[src/rtl/core/ild_pkg.sv]
package ild_pkg;

	// Architectural limit on the length of one instruction, in bytes.
	localparam int MAX_INSTR_LEN = 15;

	// Opcode and prefix bytes that the parser treats specially.
	localparam logic [7:0] OPSZ_PREFIX = 8'h66;
	localparam logic [7:0] ADSZ_PREFIX = 8'h67;
	localparam logic [7:0] ESC_0F      = 8'h0F;
	localparam logic [7:0] ESC_38      = 8'h38;
	localparam logic [7:0] ESC_3A      = 8'h3A;
	localparam logic [7:0] OP_GRP1_IZ  = 8'h81;
	localparam logic [7:0] REX_W_BIT   = 8'h08;
	localparam logic [7:0] LOCK_PREFIX = 8'hF0;
	localparam logic [7:0] REX_LO      = 8'h40;
	localparam logic [7:0] REX_HI      = 8'h4F;

	typedef enum logic [2:0] {
		PH_IDLE,
		PH_PREFIX,
		PH_ESC,
		PH_ESC3,
		PH_MODRM,
		PH_TAIL
	} phase_t;

	typedef enum logic [1:0] {
		SZ16,
		SZ32,
		SZ64
	} sz_t;

	// One code byte word and one length result word.
	typedef struct packed {
		logic [7:0] code_byte;
		logic       start_req;
	} code_word_t;

	typedef struct packed {
		logic [3:0] instr_length;
		logic       invalid;
	} len_word_t;

	// Parser state carried from one byte to the next.
	typedef struct packed {
		phase_t     phase;
		logic [4:0] byte_count;
		sz_t        opsz;
		sz_t        adsz;
		logic [3:0] pend_imm;
		logic [3:0] bytes_rem;
	} ild_state_t;

	// Result of the opcode class lookup.
	typedef struct packed {
		logic       modrm;
		logic [3:0] imm;
	} op_class_t;

	// Prefix bytes; REX counts only in long mode.
	function automatic logic is_prefix(input logic [7:0] b, input logic lm);
		logic r;
		r = 1'b0;
		unique case (b) inside
			LOCK_PREFIX, 8'hF2, 8'hF3, 8'h26, 8'h2E, 8'h36, 8'h3E, 8'h64, 8'h65,
			OPSZ_PREFIX, ADSZ_PREFIX: r = 1'b1;
			default: r = lm && (b >= REX_LO) && (b <= REX_HI);
		endcase
		return r;
	endfunction

	// Simplified opcode class table: ModR/M need and immediate size.
	function automatic op_class_t op_class(input logic [7:0] op, input sz_t opsz);
		op_class_t c;
		c = '{modrm: 1'b1, imm: 4'd0};
		unique case (op) inside
			[8'h50:8'h5F], 8'h90, 8'hC3, 8'hC9, 8'hF4, 8'hCC: begin
				c = '{modrm: 1'b0, imm: 4'd0};
			end
			8'hEB, [8'h70:8'h7F], [8'hB0:8'hB7]: begin
				c = '{modrm: 1'b0, imm: 4'd1};
			end
			8'hE8, 8'hE9, [8'hB8:8'hBF]: begin
				c = '{modrm: 1'b0, imm: 4'd4};
			end
			[8'h80:8'h83]: begin
				if (op == OP_GRP1_IZ) begin
					c.imm = (opsz == SZ16) ? 4'd2 : (opsz == SZ64) ? 4'd8 : 4'd4;
				end else begin
					c.imm = 4'd1;
				end
			end
			default: c = '{modrm: 1'b1, imm: 4'd0};
		endcase
		return c;
	endfunction

	// Displacement and SIB bytes that follow a ModR/M byte.
	function automatic logic [2:0] modrm_extra(input logic [7:0] m, input sz_t adsz);
		logic [1:0] md;
		logic [2:0] rm;
		logic [2:0] n;
		md = m[7:6];
		rm = m[2:0];
		n  = 3'd0;
		if (adsz == SZ16) begin
			if (md == 2'd0 && rm == 3'd6) n = 3'd2;
			else if (md == 2'd1) n = 3'd1;
			else if (md == 2'd2) n = 3'd2;
		end else begin
			if (md == 2'd0 && rm == 3'd5) n = 3'd4;
			else if (md == 2'd1) n = 3'd1;
			else if (md == 2'd2) n = 3'd4;
			if (md != 2'd3 && rm == 3'd4) n = n + 3'd1;
		end
		return n;
	endfunction

endpackage

[src/rtl/core/ild_step.sv]
module ild_step import ild_pkg::*; (
	input  ild_state_t st,
	input  code_word_t word,
	input  logic       long_mode,
	output ild_state_t st_nxt,
	output logic       emit,
	output len_word_t  result
);

	ild_state_t cur;
	logic [7:0] b;
	logic [7:0] op;
	logic [4:0] bc1;
	logic [3:0] br1;
	logic       isp;
	logic       is_esc3;
	logic       lim_ge;
	logic       lim_gt;
	op_class_t  cls;
	logic [2:0] ext;
	logic [5:0] fin_total;
	logic [3:0] fin_rest;
	logic       fin_over;
	phase_t     fin_phase;
	phase_t     class_phase;
	phase_t     nxt_phase;
	logic       bad;
	logic [3:0] len;

	// Common decode of the current byte, after a start has reset the parser.
	always_comb begin
		cur = st;
		if (word.start_req) begin
			cur.phase      = PH_PREFIX;
			cur.byte_count = 5'd0;
			cur.opsz       = SZ32;
			cur.adsz       = long_mode ? SZ64 : SZ32;
			cur.pend_imm   = 4'd0;
			cur.bytes_rem  = 4'd0;
		end
		b       = word.code_byte;
		bc1     = cur.byte_count + 5'd1;
		br1     = cur.bytes_rem - 4'd1;
		isp     = is_prefix(b, long_mode);
		is_esc3 = (b == ESC_38) || (b == ESC_3A);
		lim_ge  = bc1 >= 5'(MAX_INSTR_LEN);
		lim_gt  = bc1 > 5'(MAX_INSTR_LEN);
		op      = (cur.phase == PH_ESC3) ? ESC_38 : b;
		cls     = op_class(op, cur.opsz);
		ext     = modrm_extra(b, cur.adsz);
		if (cur.phase == PH_MODRM) begin
			fin_rest  = {1'b0, ext} + cur.pend_imm;
		end else begin
			fin_rest  = cls.imm;
		end
		fin_total   = {1'b0, bc1} + {2'b00, fin_rest};
		fin_over    = fin_total > 6'(MAX_INSTR_LEN);
		fin_phase   = (fin_over || fin_rest == 4'd0) ? PH_IDLE : PH_TAIL;
		if (cls.modrm) begin
			class_phase = lim_ge ? PH_IDLE : PH_MODRM;
		end else begin
			class_phase = fin_phase;
		end
	end

	// Next parse phase.
	always_comb begin
		nxt_phase = PH_IDLE;
		unique case (cur.phase)
			PH_IDLE: nxt_phase = PH_IDLE;
			PH_PREFIX: begin
				if (isp) nxt_phase = lim_gt ? PH_IDLE : PH_PREFIX;
				else if (b == ESC_0F) nxt_phase = lim_ge ? PH_IDLE : PH_ESC;
				else nxt_phase = class_phase;
			end
			PH_ESC: begin
				if (is_esc3) nxt_phase = lim_ge ? PH_IDLE : PH_ESC3;
				else nxt_phase = class_phase;
			end
			PH_ESC3:  nxt_phase = class_phase;
			PH_MODRM: nxt_phase = fin_phase;
			PH_TAIL:  nxt_phase = (br1 == 4'd0) ? PH_IDLE : PH_TAIL;
			default:  nxt_phase = PH_IDLE;
		endcase
	end

	// Result and the data part of the state.
	always_comb begin
		st_nxt       = cur;
		st_nxt.phase = nxt_phase;
		emit         = 1'b0;
		bad          = 1'b0;
		len          = fin_total[3:0];
		unique case (cur.phase)
			PH_IDLE: begin
				st_nxt = cur;
			end
			PH_PREFIX, PH_ESC, PH_ESC3, PH_MODRM: begin
				st_nxt.byte_count = bc1;
				if (cur.phase == PH_PREFIX && isp) begin
					if (b == OPSZ_PREFIX) st_nxt.opsz = SZ16;
					if (b == ADSZ_PREFIX) st_nxt.adsz = (cur.adsz == SZ64) ? SZ32 : SZ16;
					if (long_mode && b >= REX_LO && b <= REX_HI && (b & REX_W_BIT) != 8'd0) begin
						st_nxt.opsz = SZ64;
					end
					if (lim_gt) begin
						emit = 1'b1;
						bad  = 1'b1;
					end
				end else if ((cur.phase == PH_PREFIX && b == ESC_0F) ||
				             (cur.phase == PH_ESC && is_esc3)) begin
					if (lim_ge) begin
						emit = 1'b1;
						bad  = 1'b1;
					end
				end else if (cur.phase != PH_MODRM && cls.modrm) begin
					if (lim_ge) begin
						emit = 1'b1;
						bad  = 1'b1;
					end else begin
						st_nxt.pend_imm = cls.imm;
					end
				end else begin
					// Length is now known: finish, or wait for the tail bytes.
					if (fin_over) begin
						emit = 1'b1;
						bad  = 1'b1;
					end else if (fin_rest == 4'd0) begin
						emit = 1'b1;
					end else begin
						st_nxt.bytes_rem = fin_rest;
						st_nxt.pend_imm  = 4'd0;
					end
				end
			end
			PH_TAIL: begin
				st_nxt.byte_count = bc1;
				st_nxt.bytes_rem  = br1;
				if (br1 == 4'd0) begin
					emit = 1'b1;
					len  = bc1[3:0];
				end
			end
			default: begin
				st_nxt = cur;
			end
		endcase
		if (emit) begin
			st_nxt.pend_imm  = 4'd0;
			st_nxt.bytes_rem = 4'd0;
		end
		result.instr_length = bad ? 4'd0 : len;
		result.invalid      = bad;
	end

endmodule

[src/rtl/core/x86_instruction_length_decoder.sv]
// Streaming x86 instruction length decoder.
// Code words (one byte plus a start flag) enter on the code channel with
// code_valid/code_ready; lengths leave on the len channel with
// len_valid/len_ready. A word with start_req set begins a new instruction and
// drops any partial one. A result word is produced on the last byte of an
// instruction, or at once when a 15-byte limit is broken (invalid set, length
// zero); other bytes produce nothing. Bytes seen while idle are dropped.
// Throughput: one byte per cycle unless the receiver stalls; the parser state
// update is a single registered step, so no byte waits on the one before it.
// When the receiver stalls, the pending result is held and the input stage
// fills, after which code_ready drops until len_ready returns.
// long_mode is written through cfg_we/cfg_data; the user must do so only
// while the decoder is idle, as the block itself does not enforce this.
// Reset clears the parser to idle, empties both stages and clears long_mode.
module x86_instruction_length_decoder import ild_pkg::*; (
	input  logic       clk,
	input  logic       arst_n,
	input  logic       cfg_we,
	input  logic       cfg_data,
	input  logic       code_valid,
	output logic       code_ready,
	input  code_word_t code_word,
	output logic       len_valid,
	input  logic       len_ready,
	output len_word_t  len_word
);

	logic       long_mode_q;
	code_word_t code_s1;
	logic       code_valid_s1;
	ild_state_t st_q;
	ild_state_t st_nxt;
	logic       step_emit;
	len_word_t  step_result;
	len_word_t  len_q;
	logic       len_valid_q;
	logic       advance;

	// The parsed byte moves on whenever the result register can take a word.
	assign advance    = code_valid_s1 && (!len_valid_q || len_ready);
	assign code_ready = !code_valid_s1 || advance;
	assign len_valid  = len_valid_q;
	assign len_word   = len_q;

	// Mode register.
	always_ff @(posedge clk or negedge arst_n) begin
		if (!arst_n) long_mode_q <= 1'b0;
		else if (cfg_we) long_mode_q <= cfg_data;
	end

	// Input stage valid.
	always_ff @(posedge clk or negedge arst_n) begin
		if (!arst_n) code_valid_s1 <= 1'b0;
		else if (code_ready) code_valid_s1 <= code_valid;
	end

	// Input stage payload.
	always_ff @(posedge clk) begin
		if (code_valid && code_ready) code_s1 <= code_word;
	end

	// Parse step between the input stage and the result register.
	ild_step u_step (
		.st        (st_q),
		.word      (code_s1),
		.long_mode (long_mode_q),
		.st_nxt    (st_nxt),
		.emit      (step_emit),
		.result    (step_result)
	);

	// Parser state.
	always_ff @(posedge clk or negedge arst_n) begin
		if (!arst_n) begin
			st_q.phase      <= PH_IDLE;
			st_q.byte_count <= 5'd0;
			st_q.opsz       <= SZ32;
			st_q.adsz       <= SZ32;
			st_q.pend_imm   <= 4'd0;
			st_q.bytes_rem  <= 4'd0;
		end else if (advance) begin
			st_q <= st_nxt;
		end
	end

	// Result valid.
	always_ff @(posedge clk or negedge arst_n) begin
		if (!arst_n) len_valid_q <= 1'b0;
		else if (advance && step_emit) len_valid_q <= 1'b1;
		else if (len_ready) len_valid_q <= 1'b0;
	end

	// Result payload.
	always_ff @(posedge clk) begin
		if (advance && step_emit) len_q <= step_result;
	end

`ifndef SYNTHESIS
	// An invalid result carries a zero length.
	a_invalid_zero: assert property (@(posedge clk) disable iff (!arst_n)
		len_valid && len_word.invalid |-> len_word.instr_length == 4'd0)
		else $error("invalid result with nonzero length");

	// A good result is never of zero length.
	a_len_nonzero: assert property (@(posedge clk) disable iff (!arst_n)
		len_valid && !len_word.invalid |-> len_word.instr_length != 4'd0)
		else $error("valid result with zero length");

	// After a result the parser is idle.
	a_idle_after_emit: assert property (@(posedge clk) disable iff (!arst_n)
		advance && step_emit |=> st_q.phase == PH_IDLE)
		else $error("parser not idle after a result");

	// The tail phase always has bytes left to take.
	a_tail_count: assert property (@(posedge clk) disable iff (!arst_n)
		st_q.phase == PH_TAIL |-> st_q.bytes_rem != 4'd0)
		else $error("tail phase with no bytes remaining");
`endif

endmodule

[config.mk]
export PLATFORM = sky130hd
export DESIGN_NAME = x86_instruction_length_decoder
export DESIGN_NICKNAME = d
export VERILOG_FILES = /design/src/rtl/core/ild_pkg.sv /design/src/rtl/core/ild_step.sv /design/src/rtl/core/x86_instruction_length_decoder.sv
export SDC_FILE = /design/constraint.sdc
export NUM_CORES = 1
export LEC_CHECK = 0
export BUFFER_PORTS_ARGS = -buffer_cell sky130_fd_sc_hd__buf_4
export CAP_MARGIN = 20
export CORE_ASPECT_RATIO = 0.5
export CORE_MARGIN = 5
export CORE_UTILIZATION = 50
export DETAILED_ROUTE_END_ITERATION = 10
export GPL_TIMING_DRIVEN = 0
export PLACE_DENSITY = 0.74
export SLEW_MARGIN = 20
export SYNTH_ARGS = -nofsm -noshare
export SYNTH_HDL_FRONTEND = slang
export SYNTH_SLANG_ARGS = --single-unit
[constraint.sdc]
create_clock -name clk -period 9.1 [get_ports clk]
set_clock_uncertainty 0.05 [all_clocks]
set_input_delay 1.82 -clock clk [delete_from_list [all_inputs] [get_ports clk]]
set_output_delay 1.82 -clock clk [all_outputs]
set_load 0.01 [all_outputs]
# Word-level counts from Yosys, hierarchy flattened
# Index checks and enable logic that the tools add are counted.
[totals]
ff_bits = 37
wordCells = 172
input_bits = 15
[op_classes]
magnitude_cmp = 15
addsub = 5
eq_ne = 37
reduce_logical = 37
mux = 65
[op_table]
columns = ["operator", "n"]
rows = [
  ["8-bit equality test (second input constant)", 12],
  ["8-bit 2-to-1 mux", 7],
  ["8-bit by 6-bit equality test with 1-bit output (second input constant)", 6],
  ["3-bit 2-to-1 mux", 16],
  ["4-bit 2-to-1 mux", 10],
  ["8-bit by 7-bit equality test with 1-bit output (second input constant)", 4],
  ["8-bit by 7-bit greater-or-equal comparator with 1-bit output (second input constant)", 3],
  ["8-bit greater-or-equal comparator (second input constant)", 3],
  ["8-bit by 7-bit less-or-equal comparator with 1-bit output (second input constant)", 3],
  ["8-bit less-or-equal comparator (second input constant)", 3],
  ["20-bit 2-to-1 mux", 1],
  ["1-bit 2-to-1 mux", 19],
  ["1-bit logical AND", 18],
  ["3-bit equality test (second input constant)", 5],
  ["3-bit one-hot mux with 5 select lines", 1],
  ["2-bit 2-to-1 mux", 7],
  ["4-bit one-hot mux with 3 select lines", 1],
  ["12-bit OR reduction", 1],
  ["11-bit OR reduction", 1],
  ["8-bit by 4-bit equality test with 1-bit output (second input constant)", 1],
  ["4-bit logical NOT", 2],
  ["4-bit one-hot mux with 2 select lines", 1],
  ["5-bit by 4-bit adder with 6-bit output", 1],
  ["2-bit equality test (second input constant)", 3],
  ["other kinds (21)", 30],
]

# Depth between registers and ports, before layout
# Gate-level depths: netlist of run 1.
[depth]
ltp_word = 19
depth_mapped = 21
depth_no_buf = 20

# By module
# Synthesis of run 1 repeated with hierarchy kept, for this count alone.
[hier_totals]
hier_cells = 365
hier_area_um2 = 3513.4
[by_module_without_submodules]
columns = ["mod", "instances", "seq_area_each_um2", "cells_per_inst", "area_per_inst_um2"]
rows = [
  ["ild_step", 1, 0.0, 296, 2102.0],
  ["x86_instruction_length_decoder", 1, 998.5, 69, 1411.4],
]

# Least setup slack after synthesis of run 1
# Ideal clock, no wire load.
[synth_timing]
path_kind = "register to register"
start = "reg code_s1[0] (netlist bit)"
end = "reg len_q (netlist bit len_word[0]), enable pin"
n_path_buf = 2
required_time_ps = 8741
setup_slack_ps = 4787
stages_incl_launch_ff = 19
arrival_time_ps = 3954
path_cell_list = "edfxtp_1 > buf_2 > clkbuf_1 > or3_1 > o31ai_1 > inv_1 > fa_1 > nor2_1 > a21oi_1 > inv_1 > fa_1 > a41oi_1 > o32ai_1 > o21ai_0 > o21bai_2 > a21boi_1 > nand2b_4 > nand2_1 > inv_1"
[synth_between]
elab_chain_len = 16
[synth_rtl]
columns = ["item", "line_no", "rtl"]
rows = [
  ["start: declaration", "x86_instruction_length_decoder.sv:29", "code_word_t code_s1;"],
  ["start signal: assignment", "x86_instruction_length_decoder.sv:59", "if (code_valid && code_ready) code_s1 <= code_word;"],
  ["20-bit 2-to-1 mux *", "ild_step.sv:33", "if (word.start_req) begin"],
  ["3-bit by 2-bit equality test with 1-bit output", "ild_step.sv:48, ild_step.sv:94", ""],
  ["8-bit 2-to-1 mux", "ild_step.sv:48", "op = (cur.phase == PH_ESC3) ? ESC_38 : b;"],
  ["8-bit greater-or-equal comparator (not written as such), or another cell as far along", "ild_step.sv:49", "cls = op_class(op, cur.opsz);"],
  ["1-bit logical AND (not written as such)", "ild_step.sv:49", ""],
  ["3-bit OR reduction", "ild_pkg.sv:76", "unique case (op) inside"],
  ["4-bit one-hot mux with 3 select lines", "ild_pkg.sv:76", ""],
  ["4-bit 2-to-1 mux", "ild_step.sv:51", "if (cur.phase == PH_MODRM) begin"],
  ["5-bit by 4-bit adder with 6-bit output or 4-bit logical NOT (tied branches)", "ild_step.sv:56, ild_step.sv:128", ""],
  ["6-bit by 4-bit > comparator with 1-bit output or 1-bit 2-to-1 mux (tied branches)", "ild_step.sv:57, ild_step.sv:128", ""],
  ["1-bit 2-to-1 mux", "ild_step.sv:125", "if (fin_over) begin"],
  ["1-bit 2-to-1 mux", "ild_step.sv:116", "end else if (cur.phase != PH_MODRM && cls.modrm) begin"],
  ["1-bit 2-to-1 mux", "ild_step.sv:110", "end else if ((cur.phase == PH_PREFIX && b == ESC_0F) ||"],
  ["1-bit 2-to-1 mux", "ild_step.sv:100", "if (cur.phase == PH_PREFIX && isp) begin"],
  ["1-bit one-hot mux with 2 select lines *", "ild_step.sv:94", "unique case (cur.phase)"],
  ["1-bit logical AND *", "x86_instruction_length_decoder.sv:95", "if (advance && step_emit) len_q <= step_result;"],
  ["end signal: assignment", "x86_instruction_length_decoder.sv:95", ""],
  ["end: declaration", "x86_instruction_length_decoder.sv:35", "len_word_t len_q;"],
]
# Every way passes the cells marked *; elsewhere a longest branch is shown, timed or not.
# A chain may end at the register's enable or synchronous reset.

# Worst setup path in the final report of run 1
[layout_timing]
start = "reg code_s1[0] (netlist bit)"
end = "reg len_q (netlist bit len_word[2]), enable pin"
# The elaborated chain is that of the path after synthesis.

==> results of run 1 <==
flip-flops by register name (all words and copies together), names as in the netlist:
| register | flops |
|---|---|
| len_word | 5 |
| len_valid | 1 |
| code_s1 | 9 |
| st_q | 20 |
| code_valid_s1 | 1 |
| long_mode_q | 1 |
path summary, 6_finish.rpt:
check                                                 end  slack [ps]  cells past startpoint
worst max register to register  len_word[2]$_SDFFCE_PP0P_        3890                     18
worst min-delay path                  st_q[8]$_DFFE_PN1P_         440                      2
max in group asynchronous             st_q[8]$_DFFE_PN1P_        7310                      1
worst min register to register        st_q[8]$_DFFE_PN1P_         440                      2
min in group asynchronous            st_q[13]$_DFFE_PN0P_        1390                      1
worst max-delay path            len_word[2]$_SDFFCE_PP0P_        3890                     18
cell families (layout without fill, tap and decap cells):
group | count (synthesis) | in the layout | share of synthesized area (%)
AO/OA/AOI/OAI | 94 | 94 | 21.88
multiplexers | 5 | 5 | 1.806
AND/OR/NAND/NOR | 162 | 162 | 29.43
flip-flops | 37 | 37 | 32.76
buffers and inverters | 31 | 60 | 4.474
XOR/XNOR | 11 | 11 | 3.407
adder cells (fa/ha/maj) | 14 | 14 | 6.240
area by class of cell:
class	instances	area share (%)
multi-input cells	286	55.22
flip-flops and latches	37	28.82
inverters	16	1.733
repair buffers	21	4.550
clock inverters	2	0.9751
well taps	77	2.781
plain buffers	15	2.203
clock buffers	6	3.720
cells in the mapped netlist, types with 3 or more instances:
library cell / number
nor3b_1: 4
a32oi_1: 3
clkbuf_1: 6
nand2_1: 36
ha_1: 12
inv_1: 14
xnor2_1: 6
a21oi_1: 23
edfxtp_1: 14
nor2b_1: 13
dfrtp_1: 21
a211oi_2: 4
a22o_1: 4
o31ai_1: 3
nand3_1: 14
nor3_1: 10
and3_1: 3
mux2_2: 4
xor2_1: 4
and2_1: 6
buf_2: 7
o21ai_0: 19
o21a_1: 4
a31oi_1: 6
nand4_1: 8
nand2b_1: 5
nor2_1: 40
through the flow:
| stage | total power [mW] | util (%) | instances | setup slack, ps |
|---|---|---|---|---|
| CTS | 0.8313 | 57.93 | 460 | 3957 |
| finish | 0.8353 | 57.93 | 460 | 3890 |
| global route | 0.8923 | 57.93 | 460 | 3611 |
| detailed placement | 0.6301 | 55.21 | 452 | 3967 |
| floorplan | 0.5316 | - | 354 | 4787 |
| global placement | 0.6184 | 55.21 | 452 | 4044 |
power breakdown:
group / leakage [nW] / total, mW / internal (mW) / switching (mW)
combinational: 0.933 / 0.386 / 0.155 / 0.230
sequential: 0.425 / 0.252 / 0.219 / 0.0326
clock: 0.0785 / 0.198 / 0.129 / 0.0697
per-layer routing:
layer / vias up / share of wire [%] / global-route usage (%)
li1: 1355 / - / -
met1: 1386 / 47 / 30.54
met2: 109 / 43 / 32.87
met3: 14 / 7.6 / 5.503
met4: 0 / 1.8 / 7.627
met5: - / 0 / 0
worst register-to-register path, delay by kind of cell, from the launching register on:
family                   cells  cell delay, ps
flip-flops                   1             420
buffers and inverters        4             840
adder cells (fa/ha/maj)      2             650
AND/OR/NAND/NOR              5            1190
AO/OA/AOI/OAI                6            1430
XOR/XNOR                     1             330
==> results.md, run 1 <==
* Commonest non-fill, non-tap cell in the layout: nor2_1
* Pre-antenna DRT Iters at 5
* Clk buf depth at 2
* CP startpoint kind: flip-flop
* N_diodes at 0
* Fill cells at 535
* Antenna violations before repair at 0
* Unrepaired setup endpoints after global routing: no
* Post-synth EDFFs at 14
* Fraction of layout cells with a size suffix above 1 at 16.97%
* # Max-Cap Violations at 0
* Worst path cell trace: buf_2 -> clkbuf_1 -> or3_1 -> o31ai_1 -> inv_1 -> fa_1 -> xnor2_1 -> nand2b_1 -> a21boi_2 -> ha_1 -> a41oi_1 -> o32ai_1 -> nor3_1 -> o21bai_2 -> a21boi_1 -> nand2b_4 -> nand2_1 -> inv_1
* Final net count at 411
* P_leak at 1.437 nW
* CP Data Arrival Time at 5140 ps
* Final hold violation count at 0
* Via density at 6.226
* Pwr/cell area at 241.1 nW/um^2
* H-Tree Depth at 2
* Storage cell area at 998.5 sq um
* Fraction of registers with async set/reset at 62.16%
* Drt wl/cell at 17.67 um
* DIE AREA at 7852 sq um
* Vias at 2864
* Buffers inserted by post-CTS timing repair at 0
* Routability cong. at 0.9438
* Syn_nets at 383
* Worst hold path type: flip-flop to flip-flop
* Fin area at 3465 sq um
* Setup Viol. Count Final at 0
* CTS clk-pin slew, worst paths at 60 ps
* Final WL at 8128 um
* Worst path most repeated cell: inv_1
* Hold Crit Start: st_q[8]$_DFFE_PN1P_
* Status: complete, no violations
* Hold WS at 440.0 ps
* Reg2Reg Launch Point: code_s1[0]$_DFFE_PP_
* Area grow syn2layout at 13.67%
* Slowest CP cell: or3_1
* Footprint of the multi-input gates at 1913 sq um
* First-pass GRT wire length at 13480 um
* Port bufs at 21
* DRC at 0
* Clock Sinks at 37
* Synth Area per Inst at 8.610 sq um
* CTS tree: yes
* Worst vdd ir at 0.0001334 V
* All-Layer GR Usage at 21.81%
* Final antenna-violating net count at 0
* Peak Freq at 0.1919 GHz
* Worst-Margin Slew at 735.6 ps
* Crit. End Element: flip-flop
* Yosys top cell area share at 17.24%
* Register area share after synthesis at 32.76%
* Part of the cycle the worst path needs at 57.26%
* DRT iter0 DRCs at 162
* Initial Util at 50.96%
* Critical Path Start: code_s1[0]$_DFFE_PP_
* Post-place instance area at 3302 sq um
* Yosys reg bits at 37
* Crit path buf inv count at 4
* Slew margin rel. at 50.83%
* PostCTS Resize Cnt at 0
* Final Max Tran Viols at 0
* DIE HEIGHT at 65.21 um
* DP HPWL at 6180 um
* GR Overflow Total at 0
* Rows at 20
* CTS Root Cell: clkbuf_16
* Main synth FF type: dfrtp_1
* Post-Syn Area at 3048 sq um
* Synth warn at 0
* # IOs at 22
* Synth top area cells: dfrtp_1, edfxtp_1, ha_1
* Worst path required time at 9030 ps
* Clock buffer count from CTS at 5
* Number of global-route vias before repair at 2702
* Synth unique cells at 77
* CP top delay family: compound AO/OA/AOI/OAI gates
* CP max FO at 10
* Most frequent cells in the layout: nor2_1, nand2_1, a21oi_1, buf_4, dfrtp_1
* Core ar. at 5981 sq um
* Hold_buf cts at 0
* Setup TNS at 0 ps
* Tmin final at 5210 ps
* Die W at 120.4 um
* Crit path kind: flip-flop to flip-flop
* Largest net degree at the start of global routing at 24
* Clk Latency, worst-skew pair at 290 ps
* Post-Synthesis Cells at 354
* Cell taking the most area after synthesis: dfrtp_1
* Crit-path max cell delay at 500 ps
No activity file was read; power rests on OpenSTA's default activity.
==> run 2, diff against run 1 <==
clock period = 5 ns   (was 9.1 ns; I/O delays follow)
==> run 2 against run 1 <==
Die area is the same. Clock-buffer cell count is the same. Sequential power grew 81%. Wire length shrank 0.14%. Via count shrank 0.21%. Core utilization grew 0.10 points. Register-to-register slack lost 3700 ps. First-iteration DRC count grew 8.6%. Worst setup slack lost 3700 ps. Combinational power grew 82%. Power grew 82%. Critical endpoint unchanged. Largest power group unchanged. Highest routed layer unchanged.
==> results.md, run 2 (same netlist as run 1, synthesis figures left out) <==
* Status: complete, no violations
* Most flops, register: st_q
* Pwr/cell area at 438.6 nW/um^2 (+82%)
* CTS tree: yes
* # IOs at 22 (unchanged)
* Pre-antenna DRT Iters at 5 (unchanged)
* GR Overflow Total at 0 (unchanged)
* DIE HEIGHT at 65.21 um (unchanged)
* Worst vdd ir at 0.0002431 V (+82%)
* Worst path required time at 4950 ps (-4080 ps)
* Psw at 0.6063 mW (+82%)
* Clk Latency, worst-skew pair at 290 ps (about the same)
* CP startpoint kind: flip-flop
* Antenna violations before repair at 0 (unchanged)
* Clock power frac at 23.8% (about the same)
* All-Layer GR Usage at 21.81% (unchanged)
* Setup Viol. Count Final at 0 (unchanged)
* Initial Util at 50.96% (unchanged)
* Number of global-route vias before repair at 2705 (+0.11%)
* Unrepaired setup endpoints after global routing: no
* Post-place instance area at 3302 sq um (unchanged)
* Part of the cycle the worst path needs at 95.25% (+38 points)
* Clock buffer count from CTS at 5 (unchanged)
* Combinational share of power at 46.2% (about the same)
* DIE AREA at 7852 sq um (unchanged)
* Port bufs at 21 (unchanged)
* Hold depth at 2 (unchanged)
* CP max FO at 19 (+9)
* Reg2Reg Launch Point: code_s1[0]$_DFFE_PP_
* DP HPWL at 6180 um (unchanged)
* Crit. End Element: flip-flop
* Final hold violation count at 0 (unchanged)
* Clock Sinks at 37 (unchanged)
* Worst Reg2Reg Path Length in Cells at 17 (-1)
* CTS clk-pin slew, worst paths at 60 ps (about the same)
* Fill cells at 532 (-0.56%)
* N_diodes at 0 (unchanged)
* Via density at 6.227 (about the same)
* Hold WS at 439.9 ps (-0.08800 ps)
* Die W at 120.4 um (unchanged)
* Final net count at 410 (-0.24%)
* Final WL at 8117 um (-0.14%)
* P_leak at 1.437 nW (about the same)
* Reg2Reg Capture Point: len_word[2]$_SDFFCE_PP0P_
* Final Max Tran Viols at 0 (unchanged)
* CTS Root Cell: clkbuf_16
* Drt wl/cell at 17.68 um (about the same)
* R2R Setup Slk at 240 ps (-3650 ps)
* Vias at 2858 (-0.21%)
* Fraction of layout cells with a size suffix above 1 at 17.80% (+0.83 points)
* Fin area at 3471 sq um (+0.18%)
* Clk buf depth at 2 (unchanged)
* Tmin final at 4763 ps (-448.0 ps)
* Placed cell count at 452 (unchanged)
* Hold EP: st_q[8]$_DFFE_PN1P_
* Worst-Margin Slew at 736.3 ps (+0.7287 ps)
* Routability cong. at 0.9438 (unchanged)
* Final antenna-violating net count at 0 (unchanged)
* Most frequent cells in the layout: nor2_1, nand2_1, buf_4, a21oi_1, dfrtp_1
* Slew margin rel. at 50.78% (about the same)
* Total chip power at 1.522 mW (+82%)
* First-pass GRT wire length at 13490 um (about the same)
* Worst hold path type: flip-flop to flip-flop
* Largest net degree at the start of global routing at 24 (unchanged)
* DRC at 0 (unchanged)
* H-Tree Depth at 2 (unchanged)
* DRT iter0 DRCs at 176 (+8.6%)
* Rows at 20 (unchanged)
* Internal at 0.9161 mW (+82%)
* Area grow syn2layout at 13.88%
* # Max-Cap Violations at 0 (unchanged)
* CP Data Arrival Time at 4710 ps (-430 ps)
* Commonest non-fill, non-tap cell in the layout: nor2_1
* Crit path kind: flip-flop to flip-flop
* Core ar. at 5981 sq um (unchanged)
* Max FFs per register at 20 (unchanged)
* Peak Freq at 0.2100 GHz (+9.4%)
* Sequential share of power at 30.0% (about the same)
* Sw Ratio at 39.82% (about the same)
* Layout Cells excl Fill at 459 (-0.22%)
* Hold Crit Start: st_q[8]$_DFFE_PN1P_
run 2: cell types whose count changed in the layout (fill, tap and decap cells not counted), sizes merged:
cell	before	now
clkbuf	12	11
run 2: layout make-up:
cell class	count	area [sq um]	share of cell area, %
Multi-Input combinational cell	286	1921	55.34
Sequential cell	37	998.5	28.77
Timing Repair Buffer	21	157.7	4.542
Clock buffer	6	128.9	3.713
Tap cell	77	96.34	2.776
Buffer	14	75.07	2.163
Inverter	16	60.06	1.730
Clock inverter	2	33.78	0.9733
run 2: worst max path at each step:
stage	from	end	slack, ps	depth (start not counted)
floorplan	code_s1[0]$_DFFE_PP_	len_word[0]$_DFFE_PP_	690	18
global placement	code_s1[0]$_DFFE_PP_	len_word[2]$_SDFFCE_PP0P_	-60	18
detailed placement	code_s1[0]$_DFFE_PP_	len_word[0]$_DFFE_PP_	-130	18
CTS	code_s1[0]$_DFFE_PP_	len_word[2]$_SDFFCE_PP0P_	10	18
global route	code_s1[0]$_DFFE_PP_	len_word[3]$_SDFFCE_PP0P_	20	17
finish	code_s1[0]$_DFFE_PP_	len_word[2]$_SDFFCE_PP0P_	240	17
run 2: per-stage QoR:
step | setup TNS, ps | util (%) | setup slack [ps]
after floorplan | 0 | - | 686.8
after global placement | -278.4 | 55.21 | -55.69
after detailed placement | -663.7 | 55.21 | -132.8
after CTS | 0 | 58.01 | 10.79
after global routing | 0 | 58.03 | 17.57
final | 0 | 58.03 | 237.5
run 2: power groups by stage:
stage,registers [mW],clock network (mW),logic (mW)
floorplan,0.450,0,0.517
detailed placement,0.461,0,0.685
finish,0.457,0.363,0.703
CTS,0.457,0.365,0.693
global placement,0.455,0,0.670
global route,0.470,0.377,0.779
run 2: worst max-delay path, cell delays in order (launching register included):
cell	delay, ps
edfxtp_1	440
buf_4	240
or3_1	480
o31ai_2	340
inv_1	110
fa_1	550
nor2_1	50
a21oi_1	130
inv_1	130
fa_1	480
a41oi_1	190
o32ai_1	160
o21ai_0	230
o21bai_2	130
a21boi_1	190
nand2b_4	230
nand2_1	170
inv_2	170
run 2: repair_timing:
action,in CTS,in global routing
gates cloned,0,0
hold buffers,0,0
resized for setup,2,3
buffers inserted,0,0
endpoints found under the setup margin,6,17
run 2: per-layer routing:
metal	global-route usage (%)	vias up	share of wire [%]
met2	32.87	112	44
li1	-	1351	-
met1	30.54	1381	47
met5	0	-	0
met3	5.503	14	6.9
met4	7.627	0	1.6
